$ cat config.mk
export PLATFORM = sky130hd
export DESIGN_NAME = sensor_distance_linearizer
export DESIGN_NICKNAME = d
export VERILOG_FILES = /design/src/hw/rtl/sdl_pkg.sv /design/src/hw/rtl/sdl_ctrl.sv /design/src/hw/rtl/sdl_dpath.sv /design/src/hw/rtl/sensor_distance_linearizer.sv
export SDC_FILE = /design/constraint.sdc
export NUM_CORES = 1
export LEC_CHECK = 0
export ABC_AREA = 1
export BUFFER_PORTS_ARGS = -buffer_cell sky130_fd_sc_hd__buf_2
export CORE_MARGIN = 2
export CORE_UTILIZATION = 45
export CTS_CLUSTER_DIAMETER = 30
export CTS_CLUSTER_SIZE = 25
export DETAILED_ROUTE_END_ITERATION = 6
export PLACE_DENSITY_LB_ADDON = 0.3
export SLEW_MARGIN = 15
export SYNTH_ARGS = -nofsm -noshare
export SYNTH_HDL_FRONTEND = slang
export SYNTH_SLANG_ARGS = --single-unit
$ cat constraint.sdc
create_clock -name i_clk -period 16.3 [get_ports i_clk]
set_clock_uncertainty 0.15 [all_clocks]
set_input_delay 0.815 -clock i_clk [delete_from_list [all_inputs] [get_ports i_clk]]
set_output_delay 0.815 -clock i_clk [all_outputs]
set_load 0.005 [all_outputs]
$ cat src/hw/rtl/sdl_pkg.sv
`timescale 1ns / 1ps
// Shared types, widths and calibration tables for the sensor distance linearizer.
// Depends on nothing; imported by the controller, the datapath and the top level.
package sdl_pkg;

    localparam int TABLE_POINTS = 13;
    localparam int SENSOR_COUNT = 3;

    localparam int SEL_W = 2;
    localparam int X_W   = 12;                        // converter sample
    localparam int Y_W   = 6;                         // calibration distance, whole cm
    localparam int IDX_W = $clog2(TABLE_POINTS);
    localparam int D_W   = X_W;                       // segment width xr - xl
    localparam int P1_W  = Y_W + D_W;                 // yl * d, unsigned
    localparam int P2_W  = (Y_W + 1) + (X_W + 1);     // (yr - yl) * (x - xl), signed
    localparam int S_W   = P2_W + 1;                  // signed sum of both products
    localparam int FRAC_W = 8;
    localparam int NUM_W = S_W + FRAC_W;              // dividend magnitude, Q.8
    localparam int CNT_W = $clog2(NUM_W);
    localparam int OUT_W = 16;

    localparam logic [NUM_W-1:0] POS_LIMIT = NUM_W'(32767);
    localparam logic [NUM_W-1:0] NEG_LIMIT = NUM_W'(32768);

    typedef logic [X_W-1:0] t_x;
    typedef logic [Y_W-1:0] t_y;

    localparam t_y DIST_CM [TABLE_POINTS] = '{
        6'd30, 6'd26, 6'd23, 6'd20, 6'd17, 6'd15, 6'd13, 6'd10, 6'd8, 6'd6, 6'd5, 6'd4, 6'd2
    };

    localparam t_x SAMPLE_PTS [SENSOR_COUNT][TABLE_POINTS] = '{
        '{12'd22, 12'd23, 12'd40, 12'd150, 12'd305, 12'd420, 12'd505,
          12'd675, 12'd830, 12'd1080, 12'd1250, 12'd1500, 12'd2600},
        '{12'd26, 12'd37, 12'd50, 12'd70, 12'd145, 12'd270, 12'd420,
          12'd670, 12'd850, 12'd1120, 12'd1300, 12'd1600, 12'd2700},
        '{12'd23, 12'd24, 12'd25, 12'd75, 12'd250, 12'd360, 12'd475,
          12'd670, 12'd830, 12'd1070, 12'd1280, 12'd1500, 12'd2430}
    };

    // controller -> datapath
    typedef struct packed {
        logic load_in;
        logic search_step;
        logic mul;
        logic sum;
        logic div_step;
        logic load_out;
    } t_cmd;

    // datapath -> controller
    typedef struct packed {
        logic search_done;
    } t_status;

endpackage

$ cat src/hw/rtl/sdl_ctrl.sv
`timescale 1ns / 1ps
// Sequencer for the linearizer: handshakes, search, multiply, divide, result load.
// Depends on sdl_pkg.
module sdl_ctrl
    import sdl_pkg::*;
(
    input  logic    i_clk,
    input  logic    i_rst_n,
    input  logic    i_in_valid,
    output logic    o_in_ready,
    output logic    o_out_valid,
    input  logic    i_out_ready,
    input  t_status i_status,
    output t_cmd    o_cmd
);

    localparam logic [2:0] ST_IDLE   = 3'd0;
    localparam logic [2:0] ST_SEARCH = 3'd1;
    localparam logic [2:0] ST_MUL    = 3'd2;
    localparam logic [2:0] ST_SUM    = 3'd3;
    localparam logic [2:0] ST_DIV    = 3'd4;
    localparam logic [2:0] ST_DONE   = 3'd5;

    localparam logic [CNT_W-1:0] LAST_ITER = CNT_W'(NUM_W - 1);

    logic [2:0]       r_state, n_state;
    logic [CNT_W-1:0] r_cnt, n_cnt;
    logic             r_out_valid, n_out_valid;

    always_comb begin
        n_state     = r_state;
        n_cnt       = r_cnt;
        o_cmd       = '0;
        o_in_ready  = 1'b0;
        n_out_valid = r_out_valid && !i_out_ready;
        case (r_state)
            ST_IDLE: begin
                o_in_ready = 1'b1;
                if (i_in_valid) begin
                    o_cmd.load_in = 1'b1;
                    n_state       = ST_SEARCH;
                end
            end
            ST_SEARCH: begin
                if (i_status.search_done) begin
                    n_state = ST_MUL;
                end else begin
                    o_cmd.search_step = 1'b1;
                end
            end
            ST_MUL: begin
                o_cmd.mul = 1'b1;
                n_state   = ST_SUM;
            end
            ST_SUM: begin
                o_cmd.sum = 1'b1;
                n_cnt     = '0;
                n_state   = ST_DIV;
            end
            ST_DIV: begin
                o_cmd.div_step = 1'b1;
                n_cnt          = r_cnt + 1'b1;
                if (r_cnt == LAST_ITER) begin
                    n_state = ST_DONE;
                end
            end
            ST_DONE: begin
                // wait for the output register to be free
                if (!r_out_valid || i_out_ready) begin
                    o_cmd.load_out = 1'b1;
                    n_out_valid    = 1'b1;
                    n_state        = ST_IDLE;
                end
            end
            default: begin
                n_state = ST_IDLE;
            end
        endcase
    end

    always_ff @(posedge i_clk) begin
        if (!i_rst_n) begin
            r_state     <= ST_IDLE;
            r_cnt       <= '0;
            r_out_valid <= 1'b0;
        end else begin
            r_state     <= n_state;
            r_cnt       <= n_cnt;
            r_out_valid <= n_out_valid;
        end
    end

    assign o_out_valid = r_out_valid;

endmodule

$ cat src/hw/rtl/sdl_dpath.sv
`timescale 1ns / 1ps
// Linearizer datapath: segment search, products, bit-serial divider, saturation.
// Depends on sdl_pkg; driven by sdl_ctrl commands.
module sdl_dpath
    import sdl_pkg::*;
(
    input  logic                    i_clk,
    input  t_cmd                    i_cmd,
    output t_status                 o_status,
    input  logic [SEL_W-1:0]        i_sensor_sel,
    input  logic [X_W-1:0]          i_adc_sample,
    output logic signed [OUT_W-1:0] o_distance_q8,
    output logic                    o_clipped
);

    logic [SEL_W-1:0]        r_sel;
    t_x                      r_x;
    logic [IDX_W-1:0]        r_lo, r_hi;
    logic [D_W-1:0]          r_d;
    logic [P1_W-1:0]         r_p1;
    logic signed [P2_W-1:0]  r_p2;
    logic                    r_neg;
    logic [NUM_W-1:0]        r_quo;
    logic [D_W-1:0]          r_rem;
    logic signed [OUT_W-1:0] r_dist;
    logic                    r_clip;

    logic [SEL_W-1:0]        w_sel;
    logic [IDX_W:0]          w_mid_sum;
    logic [IDX_W-1:0]        w_mid, w_lo_p1;
    t_x                      w_xl, w_xr;
    t_y                      w_yl, w_yr;
    logic signed [Y_W:0]     w_dy;
    logic signed [X_W:0]     w_dx;
    logic signed [S_W-1:0]   w_sum;
    logic [S_W-1:0]          w_mag;
    logic [D_W:0]            w_trial;
    logic                    w_fits;
    logic                    w_pos_ovf, w_neg_ovf;
    logic [OUT_W-1:0]        w_q16;

    // out-of-range sensor numbers use the last table
    assign w_sel = (i_sensor_sel >= SEL_W'(SENSOR_COUNT)) ? SEL_W'(SENSOR_COUNT - 1)
                                                          : i_sensor_sel;

    // upper midpoint keeps the search converging onto the last point <= sample
    assign w_mid_sum = {1'b0, r_lo} + {1'b0, r_hi} + 1'b1;
    assign w_mid     = w_mid_sum[IDX_W:1];
    assign o_status.search_done = (r_lo == r_hi);

    assign w_lo_p1 = r_lo + 1'b1;
    assign w_xl    = SAMPLE_PTS[r_sel][r_lo];
    assign w_xr    = SAMPLE_PTS[r_sel][w_lo_p1];
    assign w_yl    = DIST_CM[r_lo];
    assign w_yr    = DIST_CM[w_lo_p1];
    assign w_dy    = $signed({1'b0, w_yr}) - $signed({1'b0, w_yl});
    assign w_dx    = $signed({1'b0, r_x}) - $signed({1'b0, w_xl});

    assign w_sum = $signed({{(S_W - P1_W){1'b0}}, r_p1})
                 + $signed({{(S_W - P2_W){r_p2[P2_W-1]}}, r_p2});
    assign w_mag = w_sum[S_W-1] ? (~w_sum + 1'b1) : w_sum;

    assign w_trial = {r_rem, r_quo[NUM_W-1]};
    assign w_fits  = (w_trial >= {1'b0, r_d});

    assign w_pos_ovf = !r_neg && (r_quo > POS_LIMIT);
    assign w_neg_ovf =  r_neg && (r_quo > NEG_LIMIT);
    assign w_q16     = r_quo[OUT_W-1:0];

    always_ff @(posedge i_clk) begin
        if (i_cmd.load_in) begin
            r_sel <= w_sel;
            r_x   <= i_adc_sample;
            r_lo  <= '0;
            r_hi  <= IDX_W'(TABLE_POINTS - 2);
        end
        if (i_cmd.search_step) begin
            if (SAMPLE_PTS[r_sel][w_mid] <= r_x) begin
                r_lo <= w_mid;
            end else begin
                r_hi <= w_mid - 1'b1;
            end
        end
        if (i_cmd.mul) begin
            r_d  <= w_xr - w_xl;
            r_p1 <= w_yl * (w_xr - w_xl);
            r_p2 <= w_dy * w_dx;
        end
        if (i_cmd.sum) begin
            r_neg <= w_sum[S_W-1];
            r_quo <= {w_mag, {FRAC_W{1'b0}}};
            r_rem <= '0;
        end
        // restoring divide of the magnitude; quotient bits shift in behind the dividend
        if (i_cmd.div_step) begin
            if (w_fits) begin
                r_rem <= D_W'(w_trial - {1'b0, r_d});
            end else begin
                r_rem <= w_trial[D_W-1:0];
            end
            r_quo <= {r_quo[NUM_W-2:0], w_fits};
        end
        if (i_cmd.load_out) begin
            if (w_pos_ovf) begin
                r_dist <= 16'sh7fff;
            end else if (w_neg_ovf) begin
                r_dist <= 16'sh8000;
            end else if (r_neg) begin
                r_dist <= $signed(~w_q16 + 1'b1);
            end else begin
                r_dist <= $signed(w_q16);
            end
            r_clip <= w_pos_ovf || w_neg_ovf;
        end
    end

    assign o_distance_q8 = r_dist;
    assign o_clipped     = r_clip;

endmodule

$ cat src/hw/rtl/sensor_distance_linearizer.sv
`timescale 1ns / 1ps
// Top level of the sensor distance linearizer: controller plus datapath.
// Depends on sdl_pkg, sdl_ctrl and sdl_dpath.

// Converts a 12-bit proximity sensor sample into a distance in signed Q8.8
// centimetres by piecewise-linear interpolation over a fixed 13-point
// calibration table per sensor (0 right, 1 front, 2 left; higher numbers use
// the left table). Samples outside a table are extrapolated along its end
// segments; the result is truncated toward zero and saturated, with o_clipped
// flagging saturation. One word is worked on at a time: after acceptance come
// three or four binary search steps, one multiply, one add, and a bit-serial
// divider that dominates, and a new word is taken the cycle after the result
// is loaded. The result sits in an output register, so the block accepts the
// next word while the previous result still waits to be taken.
module sensor_distance_linearizer
    import sdl_pkg::*;
(
    input  logic                    i_clk,
    input  logic                    i_rst_n,
    input  logic                    i_in_valid,
    output logic                    o_in_ready,
    input  logic [SEL_W-1:0]        i_sensor_sel,
    input  logic [X_W-1:0]          i_adc_sample,
    output logic                    o_out_valid,
    input  logic                    i_out_ready,
    output logic signed [OUT_W-1:0] o_distance_q8,
    output logic                    o_clipped
);

    t_cmd    w_cmd;
    t_status w_status;

    sdl_ctrl u_ctrl (
        .i_clk       (i_clk),
        .i_rst_n     (i_rst_n),
        .i_in_valid  (i_in_valid),
        .o_in_ready  (o_in_ready),
        .o_out_valid (o_out_valid),
        .i_out_ready (i_out_ready),
        .i_status    (w_status),
        .o_cmd       (w_cmd)
    );

    sdl_dpath u_dpath (
        .i_clk         (i_clk),
        .i_cmd         (w_cmd),
        .o_status      (w_status),
        .i_sensor_sel  (i_sensor_sel),
        .i_adc_sample  (i_adc_sample),
        .o_distance_q8 (o_distance_q8),
        .o_clipped     (o_clipped)
    );

endmodule
==> results of run 1 <==
[sequential cells by signal (all words and copies together) (netlist names), 5 cells and up]
signal and flops:
u_dpath.o_distance_q8 16, u_dpath.r_rem 12, u_ctrl.r_cnt 5, u_dpath.r_p2 20
u_dpath.r_quo 29, u_dpath.r_x 12, u_dpath.r_p1 18, u_dpath.r_d 12
[worst max path at each step]
stage	from	end	cells past startpoint
6_report	u_dpath.r_sel[1]	u_dpath.r_p2[16]	30
5_1_grt	u_dpath.r_sel[0]	u_dpath.r_p2[16]	31
4_1_cts	u_dpath.r_sel[1]	u_dpath.r_p2[19]	33
3_5_place_dp	u_dpath.r_sel[1]	u_dpath.r_p2[19]	33
3_3_place_gp	u_dpath.r_sel[1]	u_dpath.r_p2[16]	30
2_1_floorplan	u_dpath.r_lo[2]	u_dpath.r_p2[13]	32
[final cells by class]
class / instances / area (µm²)
Clock inverter: 13 / 188
Clock buffer: 19 / 433
Inverter: 395 / 1480
Multi-Input combinational cell: 1576 / 10800
Timing Repair Buffer: 45 / 248
Sequential cell: 140 / 4030
Tap cell: 468 / 586
Fill cell: 3585 / 18600
[layer usage]
metal | wire length (µm) | part of all wire [%]
met1 | 18200 | 44
met2 | 19500 | 48
met3 | 2360 | 5.7
met4 | 1010 | 2.5
met5 | 0 | 0
[cells by family after synthesis]
| group | Yosys count | synth area share, % |
|---|---|---|
| XOR/XNOR | 92 | 5.05 |
| adder cells (fa/ha/maj) | 279 | 26.3 |
| buffers and inverters | 439 | 10.1 |
| AND/OR/NAND/NOR | 828 | 21.1 |
| AO/OA/AOI/OAI | 377 | 13.0 |
| flip-flops | 140 | 24.4 |
[synthesized netlist by cell type (26+ instances only)]
| cell type | instances |
|---|---|
| a21oi_1 | 141 |
| clkbuf_1 | 26 |
| edfxtp_1 | 123 |
| fa_1 | 114 |
| ha_1 | 165 |
| inv_1 | 377 |
| nand2_1 | 363 |
| nand3_1 | 96 |
| nor2_1 | 277 |
| nor3_1 | 28 |
| o21ai_0 | 127 |
| xnor2_1 | 28 |
| xor2_1 | 60 |
[critical path, delay by kind of cell, from the launching register on]
family | cells | cell delay, ns
and+or+nand+nor | 10 | 1.88
xor gates and xnor gates | 2 | 0.69
AOI/OAI and AO/OA | 6 | 1.03
DFF | 1 | 0.63
buffers and inverters | 4 | 0.64
adders and majority gates | 8 | 3.49
[through the flow]
step	worst slack (ns)	utilization [%]	cell area [µm²]	instances	hold WS, ns
after global placement	7.80	47.2	17200	2624	0.306
after detailed placement	7.81	47.2	17200	2624	0.313
after floorplan	9.20	-	16500	2155	0.287
final	7.62	48.9	17800	2656	0.321
after CTS	7.79	48.9	17800	2656	0.326
after global routing	7.09	48.9	17800	2656	0.363
==> impl_metrics.yaml, run 1 <==
outcome:
  status: "completed"
global_route:
  groute.usage.overall_pct: 22.0
  grt_max_degree: 52
  grt_pass1_wl_um: 67900
  grt_pass1_vias: 13900
  grt-ovfl-total: 0
  met1_usage_pct: 28.7
  grt-busiest-layer: "met2"
  met3_usage_pct: 4.06
  antenna_found_initial: 0
  gr-usage-met2_pct: 37.1
sta:
  rsz0062_at_grt: "no"
  slew_viol_final: 0
  slew_headroom_pct: 25.0
  fin_crit_sh_pct: 53.2
  tns_ns: 0
  min_period_ns: 8.68
  tightestPinTransition_ns: 1.12
  setup_viol: 0
  finalHoldViolations: 0
  fmax_ghz: 0.115
critical_path:
  r2r_slack_ns: 7.62
  critical_path_class: "flip-flop to flip-flop"
  worstPathRequired_ns: 16.44
  worst-endpoint-arrival_ns: 8.82
  critPathMostFrequentCell: "fa_1"
  r2r_start: "u_dpath.r_sel[1]"
  crit_fanout: 10
  cpMaxStageDelayCell: "edfxtp_1"
  crit_path_end_kind: "flip-flop"
  reg2reg_depth: 30
  r2r-end: "u_dpath.r_p2[16]"
  start_kind: "flip-flop"
  crit_path_max_incr_delay_ns: 0.63
layout:
  most-common-layout-cells: "377 x inv_1, 362 x nand2_1, 276 x nor2_1"
  layout_commonest_cell: "inv_1"
  area_growth_pct: 7.75
  diodes: 0
  drive_gt1_share_pct: 6.08
  final_nets: 2472
placement:
  detailed_place_hpwl_um: 33200
  io_buffers: 36
  gp_congestion: 0.942
routing:
  final_antenna_net_count: 0
  via_per_inst: 5.36
  wire_per_inst_um: 15.4
  drtPass1Iterations: 5
  wl_um: 41000
  drt_iter0_drc: 935
  num_vias: 14200
  drc_errors: 0
floorplan:
  coreArea_um2: 36400
  ios: 37
  dieHeight_um: 196
  row_count: 70
  initial_core_util_pct: 45.4
  die_w_um: 196
  dieArea_um2: 38300
clocking:
  cts_buffers: 17
  clkSinkCount: 140
  root_buffer: "clkbuf_16"
  cts_tree: "done"
  cts_setup_buffers: 0
  postCtsHoldBufs: 0
  cts_htree_levels: 4
  clkSlewWorstSetupHoldPaths_ns: 0.06
  clock_latency_ns: 0.45
  clockBufferDepth: 2
  ctsResizeCount: 0
synth:
  synth_flop_cell: "edfxtp_1"
  synth.area.top_cells: "edfxtp_1 22%, fa_1 14%, ha_1 12%, inv_1 8.6%, nand2_1 8.2%"
  syn_inst: 2155
  synth_top_area_share_pct: 22.3
  synth_top_area_cell: "edfxtp_1"
  syn_area_um2: 16500
  async_reset_ff_share_pct: 0
  yosys_register_bits: 140
  ys_types: 61
  syn_nets: 2452
  syn_avg_cell_area_um2: 7.67
  yosys_warnings: 0
  synth-edff-count: 123
  yosysSeqAreaShare_pct: 24.4
worst_hold_path:
  whs_endpoint: "u_ctrl.r_cnt[4]"
  hold_depth: 1
  worst_hold_path_type: "flip-flop to flip-flop"
  hp-start: "u_ctrl.r_cnt[4]"
job:
  drv_cap: 0
Power of run 1 is not shown: default switching activity piles up to over one toggle a cycle in this logic, so the estimate is an artifact.
==> inputs of run 2 (changes only) <==
--- a/config.mk
+++ b/config.mk
@@ -5,7 +5,7 @@
 export SDC_FILE = /design/constraint.sdc
 export NUM_CORES = 1
 export LEC_CHECK = 0
-export ABC_AREA = 1
+export ABC_AREA = 0
 export BUFFER_PORTS_ARGS = -buffer_cell sky130_fd_sc_hd__buf_2
 export CORE_MARGIN = 2
 export CORE_UTILIZATION = 45
==> constraint.sdc (replaced) <==
create_clock -name i_clk -period 8.19 [get_ports i_clk]
set_clock_uncertainty 0.15 [all_clocks]
set_input_delay 0.4095 -clock i_clk [delete_from_list [all_inputs] [get_ports i_clk]]
set_output_delay 0.4095 -clock i_clk [all_outputs]
set_load 0.005 [all_outputs]
==> impl_metrics.yaml, run 2 <==
outcome:
  status: "completed"
clocking:
  clockBufferDepth: 2
  root_buffer: "clkbuf_16"
  clkSlewWorstSetupHoldPaths_ns: 0.06
  clock_latency_ns: 0.45
  cts_htree_levels: 4
  cts_buffers: 17
  clkSinkCount: 140
  cts_tree: "done"
routing:
  drc_errors: 0
  drt_iter0_drc: 959
  final_antenna_net_count: 0
  via_per_inst: 5.60
  num_vias: 14200
  wire_per_inst_um: 16.8
  drtPass1Iterations: 5
  wl_um: 42600
synth:
  synth_most_common_cell: "inv_1"
  yosys_register_bits: 140
  synth_top_area_cell: "edfxtp_1"
  syn_avg_cell_area_um2: 8.46
  ys_types: 85
  synth_flop_cell: "edfxtp_1"
  yosysSeqAreaShare_pct: 24.0
  syn_area_um2: 16800
  synth.area.top_cells: "edfxtp_1 22%, fa_1 14%, ha_1 12%, inv_1 5.5%, nor2_1 5.1%"
  async_reset_ff_share_pct: 0
  syn_inst: 1985
  yosys-top-cells-count: "247 x inv_1, 230 x nor2_1, 165 x ha_1, 154 x nand2_1, 123 x edfxtp_1"
  yosys_warnings: 0
  syn_nets: 2282
  synth-edff-count: 123
  synth_top_area_share_pct: 22.0
critical_path:
  crit_family: "adder cells"
  critical_path_class: "flip-flop to flip-flop"
  cpMaxStageDelayCell: "fa_1"
  r2r_slack_ns: 0.35
  crit_path_max_incr_delay_ns: 0.55
  start_kind: "flip-flop"
  worst-endpoint-arrival_ns: 7.87
  cp.buffers_inverters: 6
  critPathMostFrequentCell: "inv_1"
  crit_path_end_kind: "flip-flop"
  worstPathRequired_ns: 8.22
  crit_fanout: 4
layout:
  drive_gt1_share_pct: 11.7
  regMostFlops: "u_dpath.r_quo"
  fillCellCount: 3380
  area_growth_pct: 12.3
  largestRegisters: "u_dpath.r_quo (29), u_dpath.r_p2 (20), u_dpath.r_p1 (18)"
  diodes: 0
  most-common-layout-cells: "245 x inv_1, 227 x nor2_1, 158 x ha_1"
  layout_commonest_cell: "inv_1"
  largest_reg_flops: 29
  final_nets: 2350
job:
  drv_cap: 0
floorplan:
  die_w_um: 197
  dieArea_um2: 38900
  ios: 37
  row_count: 70
  coreArea_um2: 36700
  dieHeight_um: 197
  initial_core_util_pct: 45.7
sta:
  slew_viol_final: 0
  setup_viol: 0
  tightestPinTransition_ns: 0.964
  finalHoldViolations: 0
  slew_headroom_pct: 35.2
  fin_crit_sh_pct: 95.7
  min_period_ns: 7.84
  worst_slack_ns: 0.352
  fmax_ghz: 0.128
placement:
  detailed_place_hpwl_um: 33400
  gp_congestion: 0.907
  io_buffers: 36
  pre_cts_ws_ns: 0.0228
worst_hold_path:
  worst_hold_path_type: "primary input to flip-flop"
global_route:
  grt_pass1_wl_um: 70100
  grt_pass1_vias: 14000
  antenna_found_initial: 0
  grt-ovfl-total: 0
  groute.usage.overall_pct: 22.6
  grt_max_degree: 51
-- run 2: cell count changes in the layout (fill, tap and decap cells not counted), moves of 18 or more --
cell      before  now
nand2_1      362  154
and2_1         4   22
xnor2_1       28   81
nand3_1       96   35
a21oi_1      141  116
nor2_1       276  227
xor2_1        60   38
nand2b_1       0   21
a21o_1         5   31
buf_4          9   83
inv_1        377  245
nor2b_1        0   22
-- run 2: cell families (layout without fill, tap and decap cells) --
logic type	count (synthesis)	in the layout	synth area share (%)
compound gates	462	462	17.5
xor+xnor	122	122	6.37
fa+ha+maj	280	280	26.0
buf+inv	341	422	7.71
flops	140	140	24.0
mux	19	19	1.16
simple gates	621	621	17.3
-- run 2: final cells by class --
cell class / count / area, µm² / share of cell area [%]
Timing Repair Buffer: 137 / 1040 / 5.53
Tap cell: 468 / 586 / 3.11
Inverter: 253 / 957 / 5.08
Multi-Input combinational cell: 1504 / 11600 / 61.8
Clock buffer: 18 / 429 / 2.28
Clock inverter: 14 / 153 / 0.810
Sequential cell: 140 / 4040 / 21.4
-- run 2: per-layer routing --
metal	vias to the layer above	GRT usage (%)	share of wire, %
li1	6986	-	-
met3	78	3.02	4.9
met5	-	0	0
met4	0	7.71	2.6
met2	389	39.1	49
met1	6747	29.1	44
-- run 2: per-stage QoR --
step / area (µm²) / cells / utilization (%) / hold slack, ns / setup TNS [ns]
6_report: 18900 / 2534 / 51.4 / 0.0642 / 0
5_1_grt: 18900 / 2534 / 51.4 / 0.0451 / -0.0730
4_1_cts: 18600 / 2525 / 50.7 / 0.0439 / 0
3_5_place_dp: 17900 / 2481 / 48.8 / 0.308 / 0
3_3_place_gp: 17900 / 2481 / 48.8 / 0.304 / 0
2_1_floorplan: 16800 / 1985 / - / 0.292 / 0
-- run 2: path summary, 6_finish.rpt --
path                         start          endpoint  cells after the start
hold / removal     i_sensor_sel[1]  u_dpath.r_sel[1]                      1
setup reg to reg  u_dpath.r_sel[1]  u_dpath.r_p2[19]                     34
hold reg to reg    u_dpath.r_hi[2]   u_dpath.r_hi[2]                      2
setup / recovery  u_dpath.r_sel[1]  u_dpath.r_p2[19]                     34
-- run 2: timing repair --
item / CTS / global route
resized for setup: 1 / 43
pin swaps: 0 / 14
cloned: 0 / 0
setup buffers: 0 / 9
endpoints found under the setup margin: 1 / 9
hold buffers: 12 / 0
endpoints found under the hold margin: 12 / 0
Power of run 2 is left out for the same reason.
==> inputs of run 3 (changes only) <==
--- a/config.mk
+++ b/config.mk
@@ -5,7 +5,7 @@
 export SDC_FILE = /design/constraint.sdc
 export NUM_CORES = 1
 export LEC_CHECK = 0
-export ABC_AREA = 0
+export ABC_AREA = 1
 export BUFFER_PORTS_ARGS = -buffer_cell sky130_fd_sc_hd__buf_2
 export CORE_MARGIN = 2
 export CORE_UTILIZATION = 45
==> impl_metrics.yaml, run 3 (same netlist as run 1, synthesis figures left out) <==
critical_path:
  crit_fanout: 14
  critPathMostFrequentCell: "nand2_1"
  worst-endpoint-arrival_ns: 7.75
  start_kind: "flip-flop"
  crit_path_max_incr_delay_ns: 0.66
  worstPathRequired_ns: 8.24
  crit_path_end_kind: "flip-flop"
  cpMaxStageDelayCell: "dfxtp_1"
  critical_path_class: "flip-flop to flip-flop"
layout:
  diodes: 0
  most-common-layout-cells: "377 x inv_1, 362 x nand2_1, 275 x nor2_1"
  drive_gt1_share_pct: 7.95
  largestRegisters: "u_dpath.r_quo (29), u_dpath.r_p2 (20), u_dpath.r_p1 (18)"
  area_growth_pct: 10.0
  layout_commonest_cell: "inv_1"
  final_nets: 2524
  fin_area_um2: 18200
  final_core_util_pct: 49.9
  largest_reg_flops: 29
  regMostFlops: "u_dpath.r_quo"
sta:
  setup_viol: 0
  slew_headroom_pct: 21.4
  tightestPinTransition_ns: 1.17
  rsz0062_at_grt: "no"
  fmax_ghz: 0.130
  tns_ns: 0
  slew_viol_final: 0
  finalHoldViolations: 0
  fin_crit_sh_pct: 94.1
  min_period_ns: 7.70
global_route:
  grt_max_degree: 52
  groute.usage.overall_pct: 22.3
  grt-ovfl-total: 0
  grt_pass1_wl_um: 69100
  grt_pass1_vias: 14000
  antenna_found_initial: 0
outcome:
  status: "completed"
routing:
  via_per_inst: 5.37
  wire_per_inst_um: 15.4
  num_vias: 14500
  drc_errors: 0
  drt_iter0_drc: 1011
  final_antenna_net_count: 0
  drtPass1Iterations: 6
  wl_um: 41800
worst_hold_path:
  worst_hold_path_type: "primary input to flip-flop"
job:
  drv_cap: 0
clocking:
  cts_htree_levels: 4
  cts_setup_buffers: 0
  cts_buffers: 17
  clockBufferDepth: 2
  clock_latency_ns: 0.45
  root_buffer: "clkbuf_16"
  clkSinkCount: 140
  clkSlewWorstSetupHoldPaths_ns: 0.07
  cts_tree: "done"
floorplan:
  die_w_um: 196
  dieHeight_um: 196
  initial_core_util_pct: 45.4
  ios: 37
  coreArea_um2: 36400
  dieArea_um2: 38300
  row_count: 70
placement:
  io_buffers: 36
  detailed_place_hpwl_um: 34100
  gp_congestion: 0.950
  placed_area_um2: 17500
==> run 3: cell type report <==
class,instances,area [µm²]
clock buffers,17,425
clock inverters,15,148
fillers,3505,18200
inverters,395,1480
multi-input cells,1576,10900
flip-flops and latches,140,4030
well taps,468,586
repair buffers,97,668
==> run 3: layer usage <==
layer / share of wire, % / vias to the layer above / GRT usage, %
li1: - / 7177 / -
met2: 47 / 463 / 37.8
met1: 44 / 6796 / 29.1
met3: 5.5 / 103 / 2.80
met5: 0 / - / 0
met4: 3.4 / 0 / 9.03
==> run 3: path summary, 6_finish.rpt <==
check / from / end / slack, ns / cells past startpoint
setup / recovery: u_dpath.r_lo[0] / u_dpath.r_p1[15] / 0.49 / 37
hold / removal: i_sensor_sel[1] / u_dpath.r_sel[1] / 0.02 / 1
setup reg to reg: u_dpath.r_lo[0] / u_dpath.r_p1[15] / 0.49 / 37
hold reg to reg: u_ctrl.r_cnt[4] / u_ctrl.r_cnt[4] / 0.32 / 1
==> run 3: what timing repair did <==
item,4_1_cts,5_1_grt
endpoints found under the setup margin,0,9
hold buffers,12,0
gates resized for setup,0,3
hold endpoints to repair,12,0
==> run 3: through the flow <==
| step | worst slack, ns | hold WS [ns] | cells |
|---|---|---|---|
| after CTS | 0.353 | 0.00571 | 2708 |
| after detailed placement | 0.400 | 0.308 | 2664 |
| after global routing | 0.00180 | 0.0175 | 2708 |
| after global placement | 0.554 | 0.303 | 2664 |
| after floorplan | 1.09 | 0.287 | 2155 |
| final | 0.486 | 0.0159 | 2708 |
==> run 3: critical path, delay by kind of cell, from the launching register on <==
kind                       cells  cell delay, ns
buffers and inverters          5            0.55
DFF                            1            0.66
xor gates and xnor gates       2            0.32
AOI/OAI and AO/OA              7            1.12
and+or+nand+nor               16            1.71
adders and majority gates      7            2.93
Power of run 3 is left out for the same reason.
